`config.mk`:
```
export PLATFORM = sky130hd
export DESIGN_NAME = limit_switch_motor_controller_core_flat
export DESIGN_NICKNAME = d
export VERILOG_FILES = /design/src/lsmc_pkg.sv /design/src/lsmc_if.sv /design/src/lsmc_pass.sv /design/src/limit_switch_motor_controller_core.sv /design/src/flat_wrapper.sv
export SDC_FILE = /design/constraint.sdc
export NUM_CORES = 1
export LEC_CHECK = 0
export BUFFER_PORTS_ARGS = -buffer_cell sky130_fd_sc_hd__buf_2
export CAP_MARGIN = 10
export CORE_AREA = 5 5 99 193
export DETAILED_ROUTE_END_ITERATION = 16
export DIE_AREA = 0 0 104 198
export PLACE_DENSITY_LB_ADDON = 0.1
export SYNTH_ARGS = -nofsm -noshare
export SYNTH_HDL_FRONTEND = slang
export SYNTH_SLANG_ARGS = --single-unit
```
`constraint.sdc`:
```
create_clock -name clk_i -period 11.7 [get_ports clk_i]
set_input_delay 1.17 -clock clk_i [delete_from_list [all_inputs] [get_ports clk_i]]
set_output_delay 1.17 -clock clk_i [all_outputs]
set_load 0.01 [all_outputs]
```
`src/lsmc_pkg.sv`:
```
// shared types, constants and helpers for the limit switch motor controller
`default_nettype none

package lsmc_pkg;

  // configuration register indexes
  localparam int unsigned CfgIdxW = 2;
  localparam logic [CfgIdxW-1:0] CFG_LOCKOUT_PASSES = 2'd0;
  localparam logic [CfgIdxW-1:0] CFG_CURRENT_OFFSET = 2'd1;
  localparam logic [CfgIdxW-1:0] CFG_MARGIN_SHIFT   = 2'd2;
  localparam logic [CfgIdxW-1:0] CFG_LIGHT_DELAY_MS = 2'd3;

  localparam int unsigned CfgDataW = 22;
  localparam int unsigned CurW     = 10;
  localparam int unsigned LockW    = 4;
  localparam int unsigned ShiftW   = 3;
  localparam int unsigned DelayW   = 22;
  localparam int unsigned RunW     = 3;

  // register reset values
  localparam logic [LockW-1:0]  LOCKOUT_RST = 4'd3;
  localparam logic [CurW-1:0]   OFFSET_RST  = 10'd511;
  localparam logic [ShiftW-1:0] SHIFT_RST   = 3'd3;
  localparam logic [DelayW-1:0] DELAY_RST   = 22'd900000;

  // item kinds
  localparam logic ACT_PASS = 1'b0;
  localparam logic ACT_TICK = 1'b1;

  // relay bit positions
  localparam int unsigned RLY_A     = 0;
  localparam int unsigned RLY_B     = 1;
  localparam int unsigned RLY_LIGHT = 2;

  // run-state codes as seen on the result
  localparam logic [RunW-1:0] RUN_INIT     = 3'd0;
  localparam logic [RunW-1:0] RUN_AT_A     = 3'd1;
  localparam logic [RunW-1:0] RUN_AT_B     = 3'd2;
  localparam logic [RunW-1:0] RUN_A_TO_B   = 3'd3;
  localparam logic [RunW-1:0] RUN_B_TO_A   = 3'd4;
  localparam logic [RunW-1:0] RUN_PAUSE_AB = 3'd5;
  localparam logic [RunW-1:0] RUN_PAUSE_BA = 3'd6;

  // motion state machine, one-hot
  typedef enum logic [6:0] {
    ST_INIT     = 7'b0000001,
    ST_AT_A     = 7'b0000010,
    ST_AT_B     = 7'b0000100,
    ST_A_TO_B   = 7'b0001000,
    ST_B_TO_A   = 7'b0010000,
    ST_PAUSE_AB = 7'b0100000,
    ST_PAUSE_BA = 7'b1000000
  } motion_e;

  typedef struct packed {
    logic [LockW-1:0]  lockout_passes;
    logic [CurW-1:0]   current_offset;
    logic [ShiftW-1:0] margin_shift;
    logic [DelayW-1:0] light_delay_ms;
  } cfg_t;

  typedef struct packed {
    logic            action;
    logic            touch_pressed;
    logic            limit_a_closed;
    logic            limit_b_closed;
    logic            limit_c_closed;
    logic [CurW-1:0] current_sample;
    logic [CurW-1:0] start_current;
  } item_t;

  typedef struct packed {
    motion_e           motion;
    logic [LockW-1:0]  lockout_count;
    logic              touch_locked;
    logic [CurW-1:0]   ref_current;
    logic              light_idle;
    logic [DelayW-1:0] light_count;
    logic [2:0]        relay;
    logic              led_a_pin;
    logic              indicator;
  } ctl_state_t;

  typedef struct packed {
    logic            relay_a_on;
    logic            relay_b_on;
    logic            light_relay_on;
    logic            led_a_pin;
    logic            indicator_on;
    logic [RunW-1:0] run_state;
  } result_t;

  // encode the one-hot motion state to the run-state code
  function automatic logic [RunW-1:0] run_code(motion_e m);
    logic [RunW-1:0] c;
    case (m)
      ST_AT_A:     c = RUN_AT_A;
      ST_AT_B:     c = RUN_AT_B;
      ST_A_TO_B:   c = RUN_A_TO_B;
      ST_B_TO_A:   c = RUN_B_TO_A;
      ST_PAUSE_AB: c = RUN_PAUSE_AB;
      ST_PAUSE_BA: c = RUN_PAUSE_BA;
      default:     c = RUN_INIT;
    endcase
    return c;
  endfunction

endpackage

`default_nettype wire

```
`src/lsmc_if.sv`:
```
// handshake channels: input items, result items and configuration writes
`default_nettype none

interface lsmc_in_if;
  logic            valid;
  logic            ready;
  logic            action;
  logic            touch_pressed;
  logic            limit_a_closed;
  logic            limit_b_closed;
  logic            limit_c_closed;
  logic [9:0]      current_sample;
  logic [9:0]      start_current;

  modport source (output valid, action, touch_pressed, limit_a_closed, limit_b_closed,
                  limit_c_closed, current_sample, start_current, input ready);
  modport sink   (input valid, action, touch_pressed, limit_a_closed, limit_b_closed,
                  limit_c_closed, current_sample, start_current, output ready);
endinterface

interface lsmc_out_if;
  logic       valid;
  logic       ready;
  logic       relay_a_on;
  logic       relay_b_on;
  logic       light_relay_on;
  logic       led_a_pin;
  logic       indicator_on;
  logic [2:0] run_state;

  modport source (output valid, relay_a_on, relay_b_on, light_relay_on, led_a_pin,
                  indicator_on, run_state, input ready);
  modport sink   (input valid, relay_a_on, relay_b_on, light_relay_on, led_a_pin,
                  indicator_on, run_state, output ready);
endinterface

interface lsmc_cfg_if;
  logic        valid;
  logic        ready;
  logic [1:0]  index;
  logic [21:0] data;

  modport source (output valid, index, data, input ready);
  modport sink   (input valid, index, data, output ready);
endinterface

`default_nettype wire

```
`src/lsmc_pass.sv`:
```
// next-state logic for one item: control pass rules or a millisecond tick
`default_nettype none

module lsmc_pass (
  input  lsmc_pkg::cfg_t       cfg_i,
  input  lsmc_pkg::ctl_state_t state_i,
  input  lsmc_pkg::item_t      item_i,
  output lsmc_pkg::ctl_state_t state_o
);
  import lsmc_pkg::*;

  // stop the motor: arm the light timer if idle, drop both motor relays, clear the reference current
  function automatic ctl_state_t motor_stop(ctl_state_t s);
    ctl_state_t r;
    r = s;
    if (r.light_idle) begin
      r.light_count = '0;
      r.light_idle  = 1'b0;
    end
    r.relay[RLY_A] = 1'b0;
    r.relay[RLY_B] = 1'b0;
    r.ref_current  = '0;
    return r;
  endfunction

  // start the motor in one direction, latch the reference current and idle the light timer
  function automatic ctl_state_t motor_start(ctl_state_t s, logic toward_b,
                                             logic [CurW-1:0] cur);
    ctl_state_t r;
    r = s;
    r.relay[RLY_A] = ~toward_b;
    r.relay[RLY_B] = toward_b;
    r.ref_current  = cur;
    r.light_idle   = 1'b1;
    r.light_count  = '0;
    return r;
  endfunction

  ctl_state_t        s;
  logic [15:0]       diff;
  logic [15:0]       margin;
  logic [16:0]       limit;
  logic [DelayW-1:0] period;
  logic [DelayW-1:0] cnt_inc;

  always_comb begin
    s       = state_i;
    diff    = 16'({6'd0, s.ref_current} - {6'd0, cfg_i.current_offset});
    margin  = '0;
    limit   = '0;
    period  = (cfg_i.light_delay_ms == '0) ? DelayW'(1) : cfg_i.light_delay_ms;
    cnt_inc = s.light_count + DelayW'(1);

    if (item_i.action == ACT_PASS) begin
      // lockout countdown
      if (s.lockout_count > cfg_i.lockout_passes) begin
        s.lockout_count = cfg_i.lockout_passes;
      end
      if (s.lockout_count == '0) begin
        s.touch_locked = 1'b0;
      end else begin
        s.lockout_count = s.lockout_count - LockW'(1);
      end

      // touch rules
      if (item_i.touch_pressed && !s.touch_locked) begin
        s.touch_locked  = 1'b1;
        s.lockout_count = cfg_i.lockout_passes;
        case (s.motion)
          ST_AT_A: begin
            s.motion = ST_A_TO_B;
            s = motor_start(s, 1'b1, item_i.start_current);
          end
          ST_AT_B: begin
            s.motion = ST_B_TO_A;
            s = motor_start(s, 1'b0, item_i.start_current);
          end
          ST_A_TO_B: begin
            s.motion = ST_PAUSE_AB;
            s = motor_stop(s);
          end
          ST_B_TO_A: begin
            s.motion = ST_PAUSE_BA;
            s = motor_stop(s);
          end
          ST_PAUSE_AB: begin
            s.motion = ST_A_TO_B;
            s = motor_start(s, 1'b0, item_i.start_current);
          end
          ST_PAUSE_BA: begin
            s.motion = ST_B_TO_A;
            s = motor_start(s, 1'b1, item_i.start_current);
          end
          default: begin
            s.motion = s.motion;
          end
        endcase
        s.indicator = 1'b1;
      end

      // limit switch A
      if (item_i.limit_a_closed) begin
        s = motor_stop(s);
        s.motion    = ST_AT_A;
        s.led_a_pin = 1'b0;
      end else begin
        s.led_a_pin = 1'b1;
      end

      // limit switch B
      if (item_i.limit_b_closed) begin
        s = motor_stop(s);
        s.motion = ST_AT_B;
      end

      // switch C open while heading to B turns back toward A
      if (!item_i.limit_c_closed && s.motion == ST_A_TO_B) begin
        s.motion = ST_B_TO_A;
        s = motor_start(s, 1'b0, item_i.start_current);
      end

      // obstruction check while heading to A
      diff   = 16'({6'd0, s.ref_current} - {6'd0, cfg_i.current_offset});
      margin = diff >> cfg_i.margin_shift;
      limit  = {7'd0, s.ref_current} + {1'b0, margin};
      if (s.ref_current != '0 && s.motion == ST_B_TO_A &&
          {7'd0, item_i.current_sample} > limit) begin
        s.motion = ST_A_TO_B;
        s = motor_start(s, 1'b1, item_i.start_current);
      end
    end else begin
      // millisecond tick runs the light timer
      if (!s.light_idle) begin
        s.light_count = cnt_inc;
        if (cnt_inc >= period) begin
          s.light_count = '0;
          if (!s.relay[RLY_LIGHT]) begin
            s.relay[RLY_LIGHT] = 1'b1;
          end else begin
            s.relay[RLY_LIGHT] = 1'b0;
            s.light_idle       = 1'b1;
          end
        end
      end
    end
    state_o = s;
  end

endmodule

`default_nettype wire

```
`src/limit_switch_motor_controller_core.sv`:
```
// Limit switch motor controller: top level with input, state and result registers.
// Flow: an item is registered at acceptance, and its result is registered when it advances.
// Throughput: one item per cycle while results are taken, each a single pass of lsmc_pass logic.
// Output stall: while a result waits the input register still takes one item, then in ready
// stays low until the result is taken.
// Reset: motion init, relay A on, light timer idle, registers at their defaults.
`default_nettype none

module limit_switch_motor_controller_core (
  input  wire           clk_i,
  input  wire           rst_ni,
  lsmc_in_if.sink       in_i,
  lsmc_out_if.source    out_o,
  lsmc_cfg_if.sink      cfg_i
);
  import lsmc_pkg::*;

  cfg_t       cfg_q;
  ctl_state_t state_q;
  ctl_state_t state_d;
  item_t      item_q;
  logic       in_vld_q;
  logic       out_vld_q;
  result_t    res_q;
  logic       advance;

  // configuration writes always taken
  assign cfg_i.ready = 1'b1;

  always_ff @(posedge clk_i or negedge rst_ni) begin
    if (!rst_ni) begin
      cfg_q.lockout_passes <= LOCKOUT_RST;
      cfg_q.current_offset <= OFFSET_RST;
      cfg_q.margin_shift   <= SHIFT_RST;
      cfg_q.light_delay_ms <= DELAY_RST;
    end else if (cfg_i.valid) begin
      case (cfg_i.index)
        CFG_LOCKOUT_PASSES: cfg_q.lockout_passes <= cfg_i.data[LockW-1:0];
        CFG_CURRENT_OFFSET: cfg_q.current_offset <= cfg_i.data[CurW-1:0];
        CFG_MARGIN_SHIFT:   cfg_q.margin_shift   <= cfg_i.data[ShiftW-1:0];
        CFG_LIGHT_DELAY_MS: cfg_q.light_delay_ms <= cfg_i.data[DelayW-1:0];
        default:            cfg_q <= cfg_q;
      endcase
    end
  end

  // pipeline flow control
  assign advance    = in_vld_q && (!out_vld_q || out_o.ready);
  assign in_i.ready = !in_vld_q || advance;

  // input register
  always_ff @(posedge clk_i or negedge rst_ni) begin
    if (!rst_ni) begin
      in_vld_q <= 1'b0;
    end else if (in_i.valid && in_i.ready) begin
      in_vld_q <= 1'b1;
    end else if (advance) begin
      in_vld_q <= 1'b0;
    end
  end

  always_ff @(posedge clk_i) begin
    if (in_i.valid && in_i.ready) begin
      item_q.action         <= in_i.action;
      item_q.touch_pressed  <= in_i.touch_pressed;
      item_q.limit_a_closed <= in_i.limit_a_closed;
      item_q.limit_b_closed <= in_i.limit_b_closed;
      item_q.limit_c_closed <= in_i.limit_c_closed;
      item_q.current_sample <= in_i.current_sample;
      item_q.start_current  <= in_i.start_current;
    end
  end

  // next-state logic
  lsmc_pass u_pass (
    .cfg_i   (cfg_q),
    .state_i (state_q),
    .item_i  (item_q),
    .state_o (state_d)
  );

  // controller state
  always_ff @(posedge clk_i or negedge rst_ni) begin
    if (!rst_ni) begin
      state_q.motion        <= ST_INIT;
      state_q.lockout_count <= '0;
      state_q.touch_locked  <= 1'b0;
      state_q.ref_current   <= '0;
      state_q.light_idle    <= 1'b1;
      state_q.light_count   <= '0;
      state_q.relay         <= 3'b001;
      state_q.led_a_pin     <= 1'b0;
      state_q.indicator     <= 1'b0;
    end else if (advance) begin
      state_q <= state_d;
    end
  end

  // result register
  always_ff @(posedge clk_i or negedge rst_ni) begin
    if (!rst_ni) begin
      out_vld_q <= 1'b0;
    end else if (advance) begin
      out_vld_q <= 1'b1;
    end else if (out_o.ready) begin
      out_vld_q <= 1'b0;
    end
  end

  always_ff @(posedge clk_i) begin
    if (advance) begin
      res_q.relay_a_on     <= state_d.relay[RLY_A];
      res_q.relay_b_on     <= state_d.relay[RLY_B];
      res_q.light_relay_on <= state_d.relay[RLY_LIGHT];
      res_q.led_a_pin      <= state_d.led_a_pin;
      res_q.indicator_on   <= state_d.indicator;
      res_q.run_state      <= run_code(state_d.motion);
    end
  end

  assign out_o.valid          = out_vld_q;
  assign out_o.relay_a_on     = res_q.relay_a_on;
  assign out_o.relay_b_on     = res_q.relay_b_on;
  assign out_o.light_relay_on = res_q.light_relay_on;
  assign out_o.led_a_pin      = res_q.led_a_pin;
  assign out_o.indicator_on   = res_q.indicator_on;
  assign out_o.run_state      = res_q.run_state;

  // motor relays agree with the motion state
  a_stopped_relays_off: assert property (@(posedge clk_i) disable iff (!rst_ni)
    (state_q.motion == ST_AT_A || state_q.motion == ST_AT_B ||
     state_q.motion == ST_PAUSE_AB || state_q.motion == ST_PAUSE_BA)
    |-> (!state_q.relay[RLY_A] && !state_q.relay[RLY_B] && state_q.ref_current == '0))
    else $error("motor relay on or reference kept while stopped");

  // a resumed run may drive either way, but always exactly one motor relay
  a_moving_one_relay: assert property (@(posedge clk_i) disable iff (!rst_ni)
    (state_q.motion == ST_A_TO_B || state_q.motion == ST_B_TO_A)
    |-> (state_q.relay[RLY_A] ^ state_q.relay[RLY_B]))
    else $error("motor relays wrong while moving");

  a_state_holds: assert property (@(posedge clk_i) disable iff (!rst_ni)
    !advance |=> $stable(state_q))
    else $error("controller state changed without an item");

endmodule

`default_nettype wire
```
`src/flat_wrapper.sv`:
```
// flat-port wrapper written by rule: the top's interface ports become plain ports
module limit_switch_motor_controller_core_flat import lsmc_pkg::*;
  (clk_i, rst_ni, in_i_valid, in_i_action, in_i_touch_pressed, in_i_limit_a_closed, in_i_limit_b_closed, in_i_limit_c_closed, in_i_current_sample, in_i_start_current, in_i_ready, out_o_valid, out_o_relay_a_on, out_o_relay_b_on, out_o_light_relay_on, out_o_led_a_pin, out_o_indicator_on, out_o_run_state, out_o_ready, cfg_i_valid, cfg_i_index, cfg_i_data, cfg_i_ready);
  lsmc_in_if in_i_i ();
  lsmc_out_if out_o_i ();
  lsmc_cfg_if cfg_i_i ();
  input  wire clk_i;
  input  wire rst_ni;
  input wire logic [$bits(in_i_i.valid)-1:0] in_i_valid;
  input wire logic [$bits(in_i_i.action)-1:0] in_i_action;
  input wire logic [$bits(in_i_i.touch_pressed)-1:0] in_i_touch_pressed;
  input wire logic [$bits(in_i_i.limit_a_closed)-1:0] in_i_limit_a_closed;
  input wire logic [$bits(in_i_i.limit_b_closed)-1:0] in_i_limit_b_closed;
  input wire logic [$bits(in_i_i.limit_c_closed)-1:0] in_i_limit_c_closed;
  input wire logic [$bits(in_i_i.current_sample)-1:0] in_i_current_sample;
  input wire logic [$bits(in_i_i.start_current)-1:0] in_i_start_current;
  output wire logic [$bits(in_i_i.ready)-1:0] in_i_ready;
  output wire logic [$bits(out_o_i.valid)-1:0] out_o_valid;
  output wire logic [$bits(out_o_i.relay_a_on)-1:0] out_o_relay_a_on;
  output wire logic [$bits(out_o_i.relay_b_on)-1:0] out_o_relay_b_on;
  output wire logic [$bits(out_o_i.light_relay_on)-1:0] out_o_light_relay_on;
  output wire logic [$bits(out_o_i.led_a_pin)-1:0] out_o_led_a_pin;
  output wire logic [$bits(out_o_i.indicator_on)-1:0] out_o_indicator_on;
  output wire logic [$bits(out_o_i.run_state)-1:0] out_o_run_state;
  input wire logic [$bits(out_o_i.ready)-1:0] out_o_ready;
  input wire logic [$bits(cfg_i_i.valid)-1:0] cfg_i_valid;
  input wire logic [$bits(cfg_i_i.index)-1:0] cfg_i_index;
  input wire logic [$bits(cfg_i_i.data)-1:0] cfg_i_data;
  output wire logic [$bits(cfg_i_i.ready)-1:0] cfg_i_ready;
  assign in_i_i.valid = in_i_valid;
  assign in_i_i.action = in_i_action;
  assign in_i_i.touch_pressed = in_i_touch_pressed;
  assign in_i_i.limit_a_closed = in_i_limit_a_closed;
  assign in_i_i.limit_b_closed = in_i_limit_b_closed;
  assign in_i_i.limit_c_closed = in_i_limit_c_closed;
  assign in_i_i.current_sample = in_i_current_sample;
  assign in_i_i.start_current = in_i_start_current;
  assign in_i_ready = in_i_i.ready;
  assign out_o_valid = out_o_i.valid;
  assign out_o_relay_a_on = out_o_i.relay_a_on;
  assign out_o_relay_b_on = out_o_i.relay_b_on;
  assign out_o_light_relay_on = out_o_i.light_relay_on;
  assign out_o_led_a_pin = out_o_i.led_a_pin;
  assign out_o_indicator_on = out_o_i.indicator_on;
  assign out_o_run_state = out_o_i.run_state;
  assign out_o_i.ready = out_o_ready;
  assign cfg_i_i.valid = cfg_i_valid;
  assign cfg_i_i.index = cfg_i_index;
  assign cfg_i_i.data = cfg_i_data;
  assign cfg_i_ready = cfg_i_i.ready;
  limit_switch_motor_controller_core u_core (.clk_i(clk_i), .rst_ni(rst_ni), .in_i(in_i_i), .out_o(out_o_i), .cfg_i(cfg_i_i));
endmodule
```
==> summary.txt, run 1 <==
Power
  – Power density relative to cell area: 183 nW/um2
  – Power spent charging and discharging nets: 0.658 mW
  – Relative contribution of combinational cells to total power: 0.366
  – Fraction of power consumed by sequential logic: 0.332
  – Standby leakage power: 4.41 nW
  – Internal power contribution: 1.10 mW
  – Switching power as a share of total power: 0.375
  – Portion of total power attributed to the clock network: 0.302
  – Worst IR drop on VDD: 0.0975 mV

Placed design
  – Placer's final routability congestion estimate: 0.907
  – Post-placement worst setup slack: approximately 0.59 ns
  – Placed standard-cell area: ~9000 um2
  – Estimated wirelength of the detail-placed design: around 18000 um
  – Port-buffer cells: 63

Critical path
  – Worst setup SP type: register
  – Arrival @ worst endpoint: 11.34 ns
  – Type of the worst setup path: reg2reg
  – Origin of the critical flop-to-flop path: u_core.cfg_q[36]$_DFFE_PN1P_
  – CP Data Required Time: 11.96 ns
  – Most numerous cell on the critical path: ha_1
  – Critical Path Fanout Max: 14
  – Crit end category: register
  – Crit-path max cell delay: 0.58 ns
  – Critical path's slowest cell: or4_1
  – Crit. Startpoint: u_core.cfg_q[36]$_DFFE_PN1P_

Synth
  – Post-synthesis cell area: 8480 um2
  – Dominant synthesized flop cell: dfrtp_1
  – Post-synth cell types: 83
  – Post-Syn Area per Cell: 9.74 um2
  – Share of synthesized area occupied by flip-flops and latches: 0.389
  – Synth async-reset ratio: 0.734
  – Post-synth net total: around 990
  – Number of enable-type register cells in the synthesized netlist: 33
  – Ys Warns: 0
  – Total of flip-flops plus latches after synthesis: 124
  – Count of mapped cells out of synthesis: 871

STA
  – Hold_ws: 0.470 ns
  – Final number of max-transition violations: 0
  – Crit path time final: between 10 and 15 ns
  – Slew HR: 0.266
  – Final setup violation count: 0
  – Post-layout worst setup margin: 0.616 ns
  – Count of final hold-check violations: 0
  – Max frequency: 0.0902 GHz
  – Skew final: 0.00989 ns
  – Final critical-path share of the clock period: 0.947
  – Actual transition at the worst max-transition pin: 1.10 ns

Clock tree
  – H-tree depth: 4
  – CTS tree: built
  – Buffers from clock root to sink, at most: 2
  – Total CTS buffers: 17
  – Clock root buffer: clkbuf_16
  – CTS clock-pin slew for the worst setup and hold paths: about 0.07 ns
  – Clock insertion delay at the later pin of the skew report: 0.42 ns
  – Number of sinks on the clock net: 124

Finish
  – Final #Nets: between 1000 and 1500
  – Antenna diode instance count: 0
  – Layout cells sized above 1: 0.225
  – Area growth from synthesis to layout: 13.2%
  – Layout fillers: 1635
  – Post-route standard cell area excluding fillers: 9600 um2

Floorplanning
  – Floorplan die area: 20600 um2
  – Height of the chip: between 150 and 200 um
  – Core region area: between 15000 and 20000 um2
  – Horizontal die dimension: 104 um
  – I/O pins: 65
  – Starting Density: 0.489
  – Core Rows: just under 70

Hold path
  – Min-delay worst type: reg2reg
  – Launch instance of the worst min-delay path: u_core.state_q[0]$_DFFE_PN0P_

Drt
  – Residual DRC count: 0
  – Number of vias in the routed layout: slightly below 7000
  – Number of violations reported at the end of detailed-routing iteration 0: 357
  – Routed WL per cell: 19.7 um
  – Total wirelength of the detailed-routed design: 22700 um
  – Via density per instance: 6.03
  – Number of nets with antenna violations after routing: 0
  – Drt pass-1 iters: 6

Global route
  – Total GRT Usage: 0.224
  – Total global routing overflow: 0
  – Vias in the first global route: 7401
  – Antenna violations before repair: 0
  – Global-route wire length before repair: 36800 um
  – Maximum number of pins on one net before global-route repair: 56

Status
  – Run status: complete, no violations

Job
  – Max-Cap Viols: 0
## through the flow
| stage | setup TNS, ns | total power, mW | utilization | cells |
|---|---|---|---|---|
| 2_1_floorplan | 0 | 1.04 | - | 871 |
| 3_3_place_gp | 0 | 1.19 | 0.517 | 1118 |
| 3_5_place_dp | 0 | 1.22 | 0.517 | 1118 |
| 4_1_cts | 0 | 1.76 | 0.551 | 1150 |
| 5_1_grt | -0.458 | 1.87 | 0.553 | 1154 |
| 6_report | 0 | 1.75 | 0.553 | 1154 |
## layout by cell type, fill, tap and decap left out, types with 7 or more instances in the layout
master	count
mux2_2	47
nor2b_1	7
nor3_1	10
buf_2	62
dfstp_2	27
mux2i_1	16
xnor2_1	17
nand2b_1	9
nor4_1	12
nand2_1	70
o21a_1	18
o21ai_0	42
nor2_1	51
o211ai_1	7
a31oi_1	10
a22o_1	25
a21o_1	23
and3_1	12
edfxtp_1	33
or2_2	9
buf_4	12
dfrtp_1	64
a21oi_1	45
xor2_1	14
inv_8	8
nand3_1	29
ha_1	59
nand4_1	12
clkbuf_16	17
inv_1	58
or3_1	9
## registers in the layout, indices dropped and copies added, names as in the netlist
| name | count |
|---|---|
| u_core.state_q | 50 |
| u_core.cfg_q | 39 |
| u_core.out_o.relay_b_on | 1 |
| u_core.out_o.light_relay_on | 1 |
| u_core.item_q | 25 |
| u_core.out_o.valid | 1 |
| u_core.out_o.relay_a_on | 1 |
| u_core.in_vld_q | 1 |
| u_core.out_o.indicator_on | 1 |
| u_core.out_o.run_state | 3 |
| u_core.out_o.led_a_pin | 1 |
## per-layer routing
| metal | vias up | routed length, um | global-route usage | share of wire |
|---|---|---|---|---|
| li1 | 3331 | - | - | - |
| met1 | 3364 | 7900 | 0.209 | 0.35 |
| met2 | 178 | 12500 | 0.426 | 0.55 |
| met3 | 86 | 598 | 0.0362 | 0.026 |
| met4 | 0 | 1780 | 0.168 | 0.078 |
| met5 | - | 0 | 0 | 0 |
## critical path, delay by kind of cell (launching register included)
kind                     cells  cell delay, ns
multiplexers                 2            0.78
AND/OR/NAND/NOR              9            2.47
buffers and inverters        2            0.26
AO/OA/AOI/OAI               19            4.83
adder cells (fa/ha/maj)      6            1.84
flip-flops                   1            0.54
XOR/XNOR                     1            0.19
## timing repair
item                       4_1_cts  5_1_grt
hold buffers                     0        0
resized for setup                0        3
hold endpoints to repair         0        0
setup buffers                    0        4
setup endpoints to repair        0       30
## cell usage after synthesis (all sizes together), types with 3 or more instances
cell,n,area (um2)
nand2,71,269
dfrtp,64,1600
ha,59,738
inv,58,218
nor2,54,208
a21oi,47,243
mux2,47,529
o21ai,47,235
edfxtp,33,991
nand3,29,145
dfstp,27,709
a22o,25,219
a21o,23,173
clkbuf,20,75.1
o21a,19,144
xnor2,17,149
mux2i,16,160
nor4,14,109
xor2,14,123
buf,13,70.1
and3,12,75.1
nand4,12,75.1
nor3,11,66.3
a31oi,10,62.6
or2,10,62.6
nand2b,9,56.3
or3,9,56.3
a211oi,7,52.6
nor2b,7,43.8
o211ai,7,52.6
o31ai,7,57.6
and2,5,31.3
nor3b,5,37.5
a21boi,4,30.0
o2111a,4,45.0
o21bai,4,30.0
or4,4,33.8
a22oi,3,27.5
mux4,3,67.6
nand3b,3,22.5
o221ai,3,26.3
o22ai,3,18.8
## power by group through the flow
stage,clock [mW],combinational (mW),sequential [mW]
2_1_floorplan,0,0.485,0.559
3_3_place_gp,0,0.599,0.587
3_5_place_dp,0,0.626,0.590
4_1_cts,0.544,0.629,0.582
5_1_grt,0.561,0.716,0.590
6_report,0.530,0.642,0.583
## cells by family (layout without fill, tap and decap cells)
logic type                 after synthesis  count (layout)  share of synthesized area
AOI/OAI and AO/OA                      236             236                      0.197
DFF                                    124             124                      0.389
buffers and inverters                   92             165                     0.0432
and+or+nand+nor                        260             260                      0.157
adders and majority gates               61              61                     0.0918
muxes                                   66              66                     0.0893
other                                    1               1                   0.000442
xor gates and xnor gates                31              31                     0.0320
## final timing paths
path | slack [ns] | cells past startpoint | end
max | 0.62 | 39 | u_core.out_o.run_state[0]$_DFFE_PP_
min | 0.47 | 1 | u_core.state_q[0]$_DFFE_PN0P_
max reg2reg | 0.62 | 39 | u_core.out_o.run_state[0]$_DFFE_PP_
min reg2reg | 0.47 | 1 | u_core.state_q[0]$_DFFE_PN0P_
min in group asynchronous | 0.71 | 1 | u_core.state_q[25]$_DFFE_PN0P_
max in group asynchronous | 9.92 | 2 | u_core.state_q[32]$_DFFE_PN0P_
## cell type report
class                      count  area [um2]  area share
tap                          210         263      0.0274
sequential                   124        3300       0.344
clock inverter                15         170      0.0177
clock buffer                  17         425      0.0443
multi-input combinational    655        4820       0.502
inverter                      59         221      0.0231
timing repair buffer          74         400      0.0417
No activity file was read; power rests on OpenSTA's default activity.
==> inputs of run 2 (changes only) <==
--- a/config.mk
+++ b/config.mk
@@ -5,12 +5,14 @@
 export SDC_FILE = /design/constraint.sdc
 export NUM_CORES = 1
 export LEC_CHECK = 0
+export ABC_AREA = 1
 export BUFFER_PORTS_ARGS = -buffer_cell sky130_fd_sc_hd__buf_2
 export CAP_MARGIN = 10
-export CORE_AREA = 5 5 99 193
+export CORE_AREA = 5 5 100 196
 export DETAILED_ROUTE_END_ITERATION = 16
-export DIE_AREA = 0 0 104 198
+export DIE_AREA = 0 0 105 201
 export PLACE_DENSITY_LB_ADDON = 0.1
+export SKIP_LAST_GASP = 1
 export SYNTH_ARGS = -nofsm -noshare
 export SYNTH_HDL_FRONTEND = slang
 export SYNTH_SLANG_ARGS = --single-unit
==> summary.txt, run 2 <==
Global route
  – Total GRT Usage: 0.210
  – Vias in the first global route: 7512
  – Global-route wire length before repair: 36600 um
  – Total global routing overflow: 0
  – Antenna violations before repair: 0
  – Maximum number of pins on one net before global-route repair: 49

Hold path
  – Launch instance of the worst min-delay path: u_core.state_q[0]$_DFFE_PN0P_
  – Hold worst-path end: u_core.state_q[0]$_DFFE_PN0P_
  – WHS Path Cells: 2
  – Min-delay worst type: reg2reg

Critical path
  – Crit-path max cell delay: 0.55 ns
  – Critical Path Fanout Max: 38
  – Worst setup SP type: register
  – Most numerous cell on the critical path: nand2_1
  – Arrival @ worst endpoint: 10.02 ns
  – Crit end category: register
  – CP Data Required Time: approximately 12 ns
  – Critical path's slowest cell: dfstp_2
  – R2r worst-path depth: between 60 and 70
  – Type of the worst setup path: reg2reg
  – Worst flop-to-flop path endpoint: u_core.out_o.run_state[0]$_DFFE_PP_
  – Origin of the critical flop-to-flop path: u_core.cfg_q[36]$_DFFE_PN1P_
  – Worst R2R Setup Slack: 1.97 ns

Drt
  – Number of violations reported at the end of detailed-routing iteration 0: 512
  – Total wirelength of the detailed-routed design: 21800 um
  – Via density per instance: 5.47
  – Routed WL per cell: 15.4 um
  – Drt pass-1 iters: 6
  – Number of vias in the routed layout: 7778
  – Number of nets with antenna violations after routing: 0
  – Residual DRC count: 0

Floorplanning
  – Starting Density: 0.486
  – Core Rows: 70
  – I/O pins: 65
  – Floorplan die area: roughly 21000 um2
  – Height of the chip: around 200 um
  – Horizontal die dimension: around 110 um
  – Core region area: 18000 um2

Synth
  – Post-Syn Area per Cell: 7.68 um2
  – Post-synthesis cell area: 8780 um2
  – Library cell with the largest summed area after synthesis: dfrtp_1
  – Dominant synthesized flop cell: dfrtp_1
  – Count of mapped cells out of synthesis: 1143
  – Largest cells by area after synthesis: dfrtp_1 (18%), edfxtp_1 (11%), nand2_1 (9.0%)
  – Synth async-reset ratio: 0.734
  – Post-synth net total: 1258
  – Total of flip-flops plus latches after synthesis: around 120
  – List of most frequent post-synthesis cells: nand2_1 (210), inv_1 (158), o21ai_0 (89)
  – Ys Warns: 0
  – Cell with the most instances after synthesis: nand2_1
  – Number of enable-type register cells in the synthesized netlist: 33
  – Share of synthesized area occupied by flip-flops and latches: 0.376
  – Area share of the largest cell type after synthesis: 0.182
  – Post-synth cell types: 55

Placed design
  – Number of placed instances with taps included: 1389
  – Estimated wirelength of the detail-placed design: 16500 um
  – Placer's final routability congestion estimate: 0.929
  – Port-buffer cells: 63

Finish
  – Layout cells sized above 1: 0.145
  – Area growth from synthesis to layout: 11.7%
  – Top library cells by usage in the layout, fill and taps aside: nand2_1 (210), inv_1 (158), o21ai_0 (88)
  – Post-layout utilization of the core: 0.543
  – Final #Nets: ~1300
  – Flip-flop count of the largest register after layout: 50
  – Antenna diode instance count: 0
  – Most flop-heavy register: u_core.state_q
  – Registers with the most flip-flops: u_core.state_q (50), u_core.cfg_q (39), u_core.item_q (25)
  – Final instance count without filler cells: around 1400
  – Commonest non-fill, non-tap cell in the layout: nand2_1

STA
  – RSZ-0062 raised after global routing: no
  – Skew final: 0.0107 ns
  – Crit path time final: 9.73 ns
  – Final critical-path share of the clock period: 0.832
  – Final setup violation count: 0
  – Max frequency: 0.103 GHz
  – Final number of max-transition violations: 0
  – Post-Route Setup TNS: 0 ns
  – Hold_ws: around 0.45 ns
  – Count of final hold-check violations: 0
  – Slew HR: 0.408
  – Actual transition at the worst max-transition pin: 0.888 ns

Clock tree
  – Count of hold buffers inserted by post-cts repair: 0
  – CTS tree: built
  – Total CTS buffers: 17
  – PostCTS Resize Cnt: 0
  – Setup repair bufs after CTS: 0
  – CTS clock-pin slew for the worst setup and hold paths: 0.06 ns
  – H-tree depth: 4
  – Buffers from clock root to sink, at most: 2
  – Number of sinks on the clock net: 124
  – Clock root buffer: clkbuf_16
  – Clock insertion delay at the later pin of the skew report: about 0.42 ns

Power
  – Switching power as a share of total power: 0.420
  – Internal power contribution: 1.21 mW
  – Standby leakage power: 4.86 nW
  – Power spent charging and discharging nets: between 0.8 and 0.9 mW
  – Relative contribution of combinational cells to total power: 0.454
  – Portion of total power attributed to the clock network: 0.243
  – Worst IR drop on VDD: 0.105 mV
  – Fraction of power consumed by sequential logic: 0.303
  – Power density relative to cell area: 213 nW/um2

Job
  – Max-Cap Viols: 0

Status
  – Run status: complete, no violations
==> run 2: changes by cell type after synthesis, moves of 14 or more <==
cell,delta
a21o_1,-20
a21oi_1,+34
a22o_1,-25
a22oi_1,+20
inv_1,+100
mux2_2,-47
nand2_1,+140
nand2_2,+14
nand3_1,+48
nor2_1,+25
nor3_1,+26
o21a_1,-16
o21ai_0,+47
==> run 2: routing by layer <==
layer,up-vias,global-route usage,wire length [um]
met2,167,0.338,10500
met1,3626,0.282,9860
met4,0,0.0818,532
met3,34,0.0354,937
li1,3951,-,-
met5,-,0,0
==> run 2: worst max path at each step <==
| stage | start | endpoint | slack (ns) |
|---|---|---|---|
| after floorplan | u_core.cfg_q[36]$_DFFE_PN1P_ | u_core.out_o.run_state[1]$_DFFE_PP_ | 3.89 |
| after global placement | u_core.cfg_q[36]$_DFFE_PN1P_ | u_core.out_o.run_state[1]$_DFFE_PP_ | 2.34 |
| after detailed placement | u_core.cfg_q[36]$_DFFE_PN1P_ | u_core.out_o.run_state[0]$_DFFE_PP_ | 2.10 |
| after CTS | u_core.cfg_q[36]$_DFFE_PN1P_ | u_core.out_o.run_state[0]$_DFFE_PP_ | 2.05 |
| after global routing | u_core.cfg_q[36]$_DFFE_PN1P_ | u_core.out_o.run_state[0]$_DFFE_PP_ | 0.90 |
| final | u_core.cfg_q[36]$_DFFE_PN1P_ | u_core.out_o.run_state[0]$_DFFE_PP_ | 1.97 |
==> run 2: area by class of cell <==
cell class | count | area (um2)
inverter | 171 | 643
sequential | 124 | 3300
clock buffer | 20 | 458
timing repair buffer | 69 | 363
multi-input combinational | 809 | 4650
tap | 216 | 270
clock inverter | 12 | 113
fill | 1742 | 8240
==> run 2: cells by family after synthesis <==
logic type | share of synthesized area
compound gates | 0.164
xor+xnor | 0.0349
fa+ha+maj | 0.0887
buf+inv | 0.0948
flops | 0.376
mux | 0.00342
other cells | 0.000427
simple gates | 0.238
==> run 2: through the flow <==
step                instance area, um2  worst slack [ns]  power, mW
detailed placement                9230              2.10       1.58
global route                      9800             0.896       2.27
global placement                  9230              2.34       1.55
CTS                               9800              2.05       2.10
finish                            9800              1.97       2.09
floorplan                         8780              3.89       1.35
==> run 2: critical path: cells and delay by family, from the launching register on <==
kind	cells	cell delay [ns]
AO/OA/AOI/OAI	13	2.18
XOR/XNOR	2	0.31
adder cells (fa/ha/maj)	5	1.64
buffers and inverters	4	0.54
flip-flops	1	0.55
AND/OR/NAND/NOR	40	4.33
==> run 2: power groups by stage <==
stage,combinational (mW),sequential (mW),clock (mW)
after global routing,1.09,0.645,0.543
after detailed placement,0.940,0.639,0
after global placement,0.916,0.636,0
after floorplan,0.739,0.615,0
after CTS,0.947,0.633,0.517
final,0.947,0.632,0.506
